File: src/rtl/core/sha256bh_pkg.sv
// Shared types, constants and round functions of the SHA-256 block hasher.
package sha256bh_pkg;

	localparam int unsigned WordW   = 32;
	localparam int unsigned NumVars = 8;
	localparam int unsigned NumWin  = 16;
	localparam int unsigned NumRnd  = 64;

	typedef logic [WordW-1:0] word_t;

	// Index 0 is variable a (or chain word 0), index 7 is h.
	typedef logic [0:NumVars-1][WordW-1:0] vars_t;

	typedef enum logic [2:0] {
		ST_LOAD,
		ST_INIT,
		ST_ROUND,
		ST_ADD,
		ST_EMIT
	} state_t;

	typedef struct packed {
		logic load;     // shift an incoming message word into the window
		logic advance;  // shift one expanded schedule word into the window
	} sched_ctl_t;

	typedef struct packed {
		logic seed;     // load the working variables from the chaining value
		logic step;     // run one compression round
	} round_ctl_t;

	localparam vars_t INIT_HASH = '{
		32'h6a09e667, 32'hbb67ae85, 32'h3c6ef372, 32'ha54ff53a,
		32'h510e527f, 32'h9b05688c, 32'h1f83d9ab, 32'h5be0cd19
	};

	localparam word_t ROUND_K [NumRnd] = '{
		32'h428a2f98, 32'h71374491, 32'hb5c0fbcf, 32'he9b5dba5,
		32'h3956c25b, 32'h59f111f1, 32'h923f82a4, 32'hab1c5ed5,
		32'hd807aa98, 32'h12835b01, 32'h243185be, 32'h550c7dc3,
		32'h72be5d74, 32'h80deb1fe, 32'h9bdc06a7, 32'hc19bf174,
		32'he49b69c1, 32'hefbe4786, 32'h0fc19dc6, 32'h240ca1cc,
		32'h2de92c6f, 32'h4a7484aa, 32'h5cb0a9dc, 32'h76f988da,
		32'h983e5152, 32'ha831c66d, 32'hb00327c8, 32'hbf597fc7,
		32'hc6e00bf3, 32'hd5a79147, 32'h06ca6351, 32'h14292967,
		32'h27b70a85, 32'h2e1b2138, 32'h4d2c6dfc, 32'h53380d13,
		32'h650a7354, 32'h766a0abb, 32'h81c2c92e, 32'h92722c85,
		32'ha2bfe8a1, 32'ha81a664b, 32'hc24b8b70, 32'hc76c51a3,
		32'hd192e819, 32'hd6990624, 32'hf40e3585, 32'h106aa070,
		32'h19a4c116, 32'h1e376c08, 32'h2748774c, 32'h34b0bcb5,
		32'h391c0cb3, 32'h4ed8aa4a, 32'h5b9cca4f, 32'h682e6ff3,
		32'h748f82ee, 32'h78a5636f, 32'h84c87814, 32'h8cc70208,
		32'h90befffa, 32'ha4506ceb, 32'hbef9a3f7, 32'hc67178f2
	};

	function automatic word_t rotr(input word_t x, input int unsigned n);
		rotr = (x >> n) | (x << (WordW - n));
	endfunction

	function automatic word_t small_sig0(input word_t x);
		small_sig0 = rotr(x, 7) ^ rotr(x, 18) ^ (x >> 3);
	endfunction

	function automatic word_t small_sig1(input word_t x);
		small_sig1 = rotr(x, 17) ^ rotr(x, 19) ^ (x >> 10);
	endfunction

	function automatic word_t big_sig0(input word_t x);
		big_sig0 = rotr(x, 2) ^ rotr(x, 13) ^ rotr(x, 22);
	endfunction

	function automatic word_t big_sig1(input word_t x);
		big_sig1 = rotr(x, 6) ^ rotr(x, 11) ^ rotr(x, 25);
	endfunction

endpackage

File: src/rtl/core/sha256bh_sched.sv
// Message schedule: a sixteen-word sliding window that expands one word a cycle while advancing.
module sha256bh_sched (
	input  logic                     clk,
	input  sha256bh_pkg::sched_ctl_t ctl,
	input  sha256bh_pkg::word_t      message_word,
	output sha256bh_pkg::word_t      sched_word
);
	import sha256bh_pkg::*;

	word_t win_q [NumWin];
	word_t expand;

	// W[t+16] from W[t], W[t+1], W[t+9], W[t+14]
	assign expand = win_q[0] + small_sig0(win_q[1]) + win_q[9] + small_sig1(win_q[14]);
	assign sched_word = win_q[0];

	always_ff @(posedge clk) begin
		if (ctl.load || ctl.advance) begin
			for (int i = 0; i < NumWin - 1; i++) begin
				win_q[i] <= win_q[i+1];
			end
			win_q[NumWin-1] <= ctl.load ? message_word : expand;
		end
	end

endmodule

File: src/rtl/core/sha256bh_round.sv
// Compression round unit: holds a..h and applies one round per step.
module sha256bh_round (
	input  logic                     clk,
	input  sha256bh_pkg::round_ctl_t ctl,
	input  sha256bh_pkg::vars_t      seed_vars,
	input  sha256bh_pkg::word_t      sched_word,
	input  sha256bh_pkg::word_t      round_k,
	output sha256bh_pkg::vars_t      work_vars
);
	import sha256bh_pkg::*;

	vars_t work_q;
	word_t choose;
	word_t major;
	word_t sum1;
	word_t sum2;

	always_comb begin
		choose = (work_q[4] & work_q[5]) ^ (~work_q[4] & work_q[6]);
		major  = (work_q[0] & work_q[1]) ^ (work_q[0] & work_q[2]) ^ (work_q[1] & work_q[2]);
		sum1   = work_q[7] + big_sig1(work_q[4]) + choose + round_k + sched_word;
		sum2   = big_sig0(work_q[0]) + major;
	end

	always_ff @(posedge clk) begin
		if (ctl.seed) begin
			work_q <= seed_vars;
		end else if (ctl.step) begin
			work_q[0] <= sum1 + sum2;
			work_q[1] <= work_q[0];
			work_q[2] <= work_q[1];
			work_q[3] <= work_q[2];
			work_q[4] <= work_q[3] + sum1;
			work_q[5] <= work_q[4];
			work_q[6] <= work_q[5];
			work_q[7] <= work_q[6];
		end
	end

	assign work_vars = work_q;

endmodule

File: src/rtl/core/sha256bh_pkg_dummy_never.sv
// Round counter and round-constant lookup for the compression sequence.
module sha256bh_rctr (
	input  logic                clk,
	input  logic                arst_n,
	input  logic                clear,
	input  logic                step,
	output logic                last_round,
	output sha256bh_pkg::word_t round_k
);
	import sha256bh_pkg::*;

	logic [$clog2(NumRnd)-1:0] rnd_q;

	always_ff @(posedge clk or negedge arst_n) begin
		if (!arst_n) begin
			rnd_q <= '0;
		end else if (clear) begin
			rnd_q <= '0;
		end else if (step) begin
			rnd_q <= rnd_q + 1'b1;
		end
	end

	assign last_round = (rnd_q == ($clog2(NumRnd))'(NumRnd - 1));
	assign round_k    = ROUND_K[rnd_q];

endmodule

File: src/rtl/core/sha256_block_hasher_unit.sv
// Top level of the SHA-256 block hasher: word intake, sequencer, chaining value, digest out.
// Sequence: a block's sixteenth word is followed by compression (a seed step, the
// 64 rounds in the single round unit, a chaining add); a final block then offers its eight
// digest words from the next cycle, one per handshake. No new message words are taken
// until compression of a 512-bit block is through (and any digest words are taken).
// Reset (arst_n, asynchronous, low): initial hash, counters cleared; window and a..h not reset.
module sha256_block_hasher_unit (
	input  logic                clk,
	input  logic                arst_n,
	// message word channel
	input  logic                msg_valid,
	output logic                msg_ready,
	input  sha256bh_pkg::word_t message_word,
	input  logic                first_block,
	input  logic                final_block,
	// digest word channel
	output logic                digest_valid,
	input  logic                digest_ready,
	output sha256bh_pkg::word_t digest_word,
	output logic [2:0]          word_index,
	output logic                last_word
);
	import sha256bh_pkg::*;

	state_t     state_q;
	state_t     state_nxt;
	sched_ctl_t sched_ctl;
	round_ctl_t round_ctl;
	logic       rnd_clear;
	logic       last_round;
	word_t      round_k;
	word_t      sched_word;
	vars_t      seed_vars;
	vars_t      work_vars;
	vars_t      chain_q;
	logic [3:0] wcnt_q;
	logic [2:0] idx_q;
	logic       first_q;
	logic       final_q;
	logic       msg_acc;
	logic       dig_acc;
	logic       block_done;

	assign msg_acc    = msg_valid && msg_ready;
	assign dig_acc    = digest_valid && digest_ready;
	// the sixteenth word of a block closes it; only its flags count
	assign block_done = msg_acc && (wcnt_q == 4'd15);

	// a first block starts from the initial hash, otherwise chain on
	assign seed_vars = first_q ? INIT_HASH : chain_q;

	// next state
	always_comb begin
		state_nxt = state_q;
		unique case (state_q)
			ST_LOAD: begin
				if (block_done) state_nxt = ST_INIT;
			end
			ST_INIT: begin
				state_nxt = ST_ROUND;
			end
			ST_ROUND: begin
				if (last_round) state_nxt = ST_ADD;
			end
			ST_ADD: begin
				state_nxt = final_q ? ST_EMIT : ST_LOAD;
			end
			ST_EMIT: begin
				if (dig_acc && idx_q == 3'd7) state_nxt = ST_LOAD;
			end
			default: begin
				state_nxt = ST_LOAD;
			end
		endcase
	end

	// sequencer outputs
	always_comb begin
		msg_ready         = 1'b0;
		digest_valid      = 1'b0;
		sched_ctl.load    = 1'b0;
		sched_ctl.advance = 1'b0;
		round_ctl.seed    = 1'b0;
		round_ctl.step    = 1'b0;
		rnd_clear         = 1'b0;
		unique case (state_q)
			ST_LOAD: begin
				msg_ready      = 1'b1;
				sched_ctl.load = msg_acc;
			end
			ST_INIT: begin
				round_ctl.seed = 1'b1;
				rnd_clear      = 1'b1;
			end
			ST_ROUND: begin
				round_ctl.step    = 1'b1;
				sched_ctl.advance = 1'b1;
			end
			ST_ADD: begin
			end
			ST_EMIT: begin
				digest_valid = 1'b1;
			end
			default: begin
			end
		endcase
	end

	always_ff @(posedge clk or negedge arst_n) begin
		if (!arst_n) begin
			state_q <= ST_LOAD;
			wcnt_q  <= '0;
			idx_q   <= '0;
			first_q <= 1'b0;
			final_q <= 1'b0;
			chain_q <= INIT_HASH;
		end else begin
			state_q <= state_nxt;
			// advance the word count, wrapping after the sixteenth word
			if (msg_acc) begin
				wcnt_q <= wcnt_q + 1'b1;
			end
			if (block_done) begin
				first_q <= first_block;
				final_q <= final_block;
			end
			// the initial hash becomes the chaining value on a first block
			if (state_q == ST_INIT && first_q) begin
				chain_q <= INIT_HASH;
			end
			// fold the working variables back into the chaining value
			if (state_q == ST_ADD) begin
				for (int i = 0; i < NumVars; i++) begin
					chain_q[i] <= chain_q[i] + work_vars[i];
				end
			end
			// step through the digest words as each is taken
			if (dig_acc) begin
				idx_q <= idx_q + 1'b1;
			end
		end
	end

	sha256bh_sched u_sched (
		.clk          (clk),
		.ctl          (sched_ctl),
		.message_word (message_word),
		.sched_word   (sched_word)
	);

	sha256bh_rctr u_rctr (
		.clk        (clk),
		.arst_n     (arst_n),
		.clear      (rnd_clear),
		.step       (round_ctl.step),
		.last_round (last_round),
		.round_k    (round_k)
	);

	sha256bh_round u_round (
		.clk        (clk),
		.ctl        (round_ctl),
		.seed_vars  (seed_vars),
		.sched_word (sched_word),
		.round_k    (round_k),
		.work_vars  (work_vars)
	);

	// drive the digest word straight from the chaining register
	assign digest_word = chain_q[idx_q];
	assign word_index  = idx_q;
	assign last_word   = (idx_q == 3'd7);

endmodule
File: config.mk
export PLATFORM = sky130hd
export DESIGN_NAME = sha256_block_hasher_unit
export DESIGN_NICKNAME = d
export VERILOG_FILES = /design/src/rtl/core/sha256bh_pkg.sv /design/src/rtl/core/sha256bh_sched.sv /design/src/rtl/core/sha256bh_round.sv /design/src/rtl/core/sha256bh_pkg_dummy_never.sv /design/src/rtl/core/sha256_block_hasher_unit.sv
export SDC_FILE = /design/constraint.sdc
export NUM_CORES = 2
export LEC_CHECK = 0
export BUFFER_PORTS_ARGS = -buffer_cell sky130_fd_sc_hd__buf_2
export CORE_MARGIN = 3
export CORE_UTILIZATION = 45
export DETAILED_ROUTE_END_ITERATION = 8
export GPL_ROUTABILITY_DRIVEN = 0
export GPL_TIMING_DRIVEN = 0
export HOLD_SLACK_MARGIN = 0.05
export SYNTH_ARGS = -nofsm -noshare
export SYNTH_HDL_FRONTEND = slang
export SYNTH_SLANG_ARGS = --single-unit
File: constraint.sdc
create_clock -name clk -period 13.8 [get_ports clk]
set_clock_uncertainty 0.15 [all_clocks]
set_input_delay 2.76 -clock clk [delete_from_list [all_inputs] [get_ports clk]]
set_output_delay 2.76 -clock clk [all_outputs]
set_load 0.01 [all_outputs]
==> results.txt <==
The run finished, with violations left. The final reports fail on DRC, capacitance limit, slew limit. The number of antenna violations at the first check in global routing is 16. The final-layout setup total negative slack is 0 ns.

The highest ir drop seen on vdd came out at 0.113 mV. The average vias per placed instance came out at 6.39. The initial core utilization is 45.4%. Counting flops with a built-in enable in the synthesized netlist gives 768. The count of unresolved DRC violations after routing came out at 225. Excluding fillers, the count of instances in the completed layout stands at 8638.

The critical-path maximum fanout is 15. The wire length of the first global-routing pass is 367 mm. The count of buffers added by post-CTS timing repair for setup is 0. During I/O placement, the number of pins put on the boundary was 76. The number of nets with antenna violations after routing is 0.

The chip width came out at 393 µm. The internal power is 5.18 mW. The worst setup slack before clock tree synthesis came out at 1.60 ns. The post-cts gate resize count is 0.

Buffers inserted to repair hold after CTS numbered 0. The maximum buffer depth of the clock tree is 3. In the post-route analysis, the smallest setup slack over all paths is 0.700 ns. Compared with the post-synthesis result, the final layout area differs by 11.0%.

TritonCTS built the clock tree. For this design the ratio of total power to cell area is 88.5 nW/µm². Yosys mapped the design onto 103 distinct sky130hd cell types. The count of pins over their slew limit was 70. In this run, synthesis produced a sequential element count of 1042.

The proportion of power drawn by the clock network is 49.2%. The endpoint type of the worst setup path is a register. The core area is 148000 µm². The net count of the finished layout came out at 7228. The final routed wirelength across all metal layers came out at 260 mm. The library cell occupying the most area in the post-synthesis netlist is edfxtp_1. The tool flagged a number of max-cap violations equal to 7.

The post-route fraction of the period consumed by the critical path is 94.9%. In this run the biggest area consumer among cell types represents 34.3% of the synthesized area. The slew at the pin closest to its max-slew limit is 1.60 ns. The level count of the clock H-tree is 3. The HPWL after detailed placement is 200 mm. The number of global-route vias before repair came out at 51200.

The post-synthesis instance area came out at 67300 µm². After synthesis, the cell types taking the most area are edfxtp_1, ha_1, fa_1, dfstp_2, dfrtp_1. The min-delay analysis places its worst path in the category register to register. The share of total power dissipated in combinational logic is 0.4%. The port buffer count came out at 75. The number of clock sinks seen by CTS is 1042.

The synthesized instance count came out at 6384. Entering global routing, the biggest net connects 89 pins. The fraction of registers with async set/reset came out at 26.3%. At the worst endpoint, the arrival time is 13.45 ns. The commonest cells after synthesis are edfxtp_1, nand2_1, o21ai_0.

The critical path is of the register to register type. The count of vias placed by the detailed router is 55200. The worst path required time is 14.15 ns. The iteration-0 DRC count of the detailed router is 8027. The delay of the slowest cell on the worst path came out at 1.16 ns. The iteration count of the initial detailed-routing pass came out at 9. Including well taps, the total number of placed cells is 8412.

The leakage power is 31.4 nW. The sequential group share of total power came out at 50.4%. Net switching is 21.6% of the power. Setup repair after global routing left no endpoint under its margin. The die is 393 µm tall. TritonCTS created 117 clock buffers. In the post-synthesis netlist, the cell with the most instances is edfxtp_1. For the worst-skew pair, the clock arrives at the later sink with an insertion delay of 0.82 ns. The largest individual stage delay along the critical path comes from the cell o21ai_0.

The primary flip-flop cell chosen by synthesis mapping is edfxtp_1. The top achievable clock speed came out at 0.0763 GHz. The overall die area is 154000 µm². The final global-route overflow total is 0. Clock-pin slew was measured on the worst setup and hold paths at 0.06 ns. The per-instance average area after synthesis is 10.5 µm². Of the cells placed in the final design, the portion with a size suffix greater than 1 is 9.39%.

The switching power is 1.43 mW. The worst relative slew slack came out at -6.61%. The utilization after layout is 50.4%. The sequential fraction of the synthesis area is 44.7%. During synthesis, Yosys emitted a total of 0 warnings. The time the final worst path needs with I/O delays and setup came out at 13.10 ns.

Hold is met by 0.222 ns. The number of nets in the synthesized netlist came out at 7010. After detailed routing, the average wire length per cell comes to 30.1 µm. Setup violations remaining at the end of the flow were counted as 0.

STA classifies the critical path startpoint as a register. The number of inserted filler cells in the final layout came out at 13500. CTS placed an instance of clkbuf_16 at the clock tree root. The number of hold-slack violations in the final timing report came out at 0. The number of placement rows came out at 141. Global routing consumed, over all layers together, 33.3% of the routing resources.
## final cells by class
| class | instances | area, µm² | area share, % |
|---|---|---|---|
| sequential | 1042 | 30100 | 40.3 |
| tap | 1930 | 2410 | 3.23 |
| timing repair buffer | 99 | 961 | 1.29 |
| clock inverter | 56 | 722 | 0.967 |
| multi-input combinational | 4707 | 34800 | 46.6 |
| buffer | 323 | 1260 | 1.69 |
| antenna | 10 | 25.0 | 0.0335 |
| clock buffer | 159 | 3250 | 4.35 |
| inverter | 312 | 1170 | 1.57 |
## cell families (layout without fill, tap and decap cells)
family	count (synthesis)	after routing	share of synthesized area, %
xor+xnor	568	568	7.42
mux	152	152	3.70
flops	1042	1042	44.7
fa+ha+maj	590	590	13.1
compound gates	1695	1695	15.6
simple gates	1702	1702	11.8
other cells	0	10	0
buf+inv	635	949	3.59
## power by group through the flow
stage	Combinational, mW	Clock, mW	Sequential (mW)
after floorplan	0.000114	0	3.39
after global placement	0.0255	0	3.39
after detailed placement	0.0287	0	3.39
after CTS	0.0287	3.28	3.33
after global routing	0.0306	3.40	3.33
final	0.0278	3.25	3.33
## cell usage in the layout (no fill, tap or decap), types with 16 or more instances in the layout
master	count
a31oi_1	58
and3_1	33
o21bai_1	55
o211ai_1	35
clkbuf_1	287
buf_2	76
mux2_2	65
nand3_1	128
a21oi_1	440
o21a_1	70
edfxtp_1	768
mux2i_1	16
clkbuf_16	119
clkinv_2	23
nand2b_1	54
or3_1	24
dfrtp_1	138
inv_1	308
fa_1	195
o21ai_1	22
xor2_1	216
a21o_1	184
o31ai_1	38
nand4_1	33
nor3b_1	18
buf_1	45
nand2_1	754
ha_1	393
nand3b_1	125
dfstp_2	136
nor2b_1	23
mux4_2	71
xnor2_1	351
a211oi_1	60
nor3_1	131
nor2_1	304
o21ai_0	537
## sequential cells by signal (all words and copies together), names as in the netlist
name	cells
final_q	1
word_index	3
chain_q	256
state_q	3
u_sched.win_q	512
wcnt_q	4
first_q	1
u_round.work_vars	256
u_rctr.rnd_q	6
## metrics by stage
step           power (mW)  cell area [µm²]
2_1_floorplan        3.39            67300
4_1_cts              6.64            74600
3_3_place_gp         3.42            70100
3_5_place_dp         3.42            70700
6_report             6.61            74700
5_1_grt              6.76            74700
## critical path, delay by kind of cell, from the launching register on
family	cells	cell delay, ns
multiplexers	1	0.20
AND/OR/NAND/NOR	5	1.13
flip-flops	1	0.59
adder cells (fa/ha/maj)	7	3.50
buffers and inverters	7	2.16
AO/OA/AOI/OAI	12	4.73
XOR/XNOR	1	0.31
## routing by layer
metal | vias to the layer above | track usage [%] | share of wire [%]
li1 | 23500 | - | -
met1 | 27000 | 43.8 | 38
met2 | 3746 | 47.8 | 41
met3 | 939 | 10.3 | 13
met4 | 12 | 20.3 | 7.6
met5 | - | 0 | 0.029
## path summary, 6_finish.rpt
kind / to / depth (start not counted) / startpoint / slack (ns)
setup / recovery: u_round.work_vars[254] / 33 / u_rctr.rnd_q[1] / 0.70
hold / removal: u_sched.win_q[1][48] / 0 / u_sched.win_q[2][16] / 0.22
setup reg to reg: u_round.work_vars[254] / 33 / u_rctr.rnd_q[1] / 0.70
min in group asynchronous: chain_q[176] / 1 / arst_n / 1.74
hold reg to reg: u_sched.win_q[1][48] / 0 / u_sched.win_q[2][16] / 0.22
max in group asynchronous: chain_q[89] / 3 / arst_n / 10.32
Note: power is estimated with default switching activity, not from simulation.
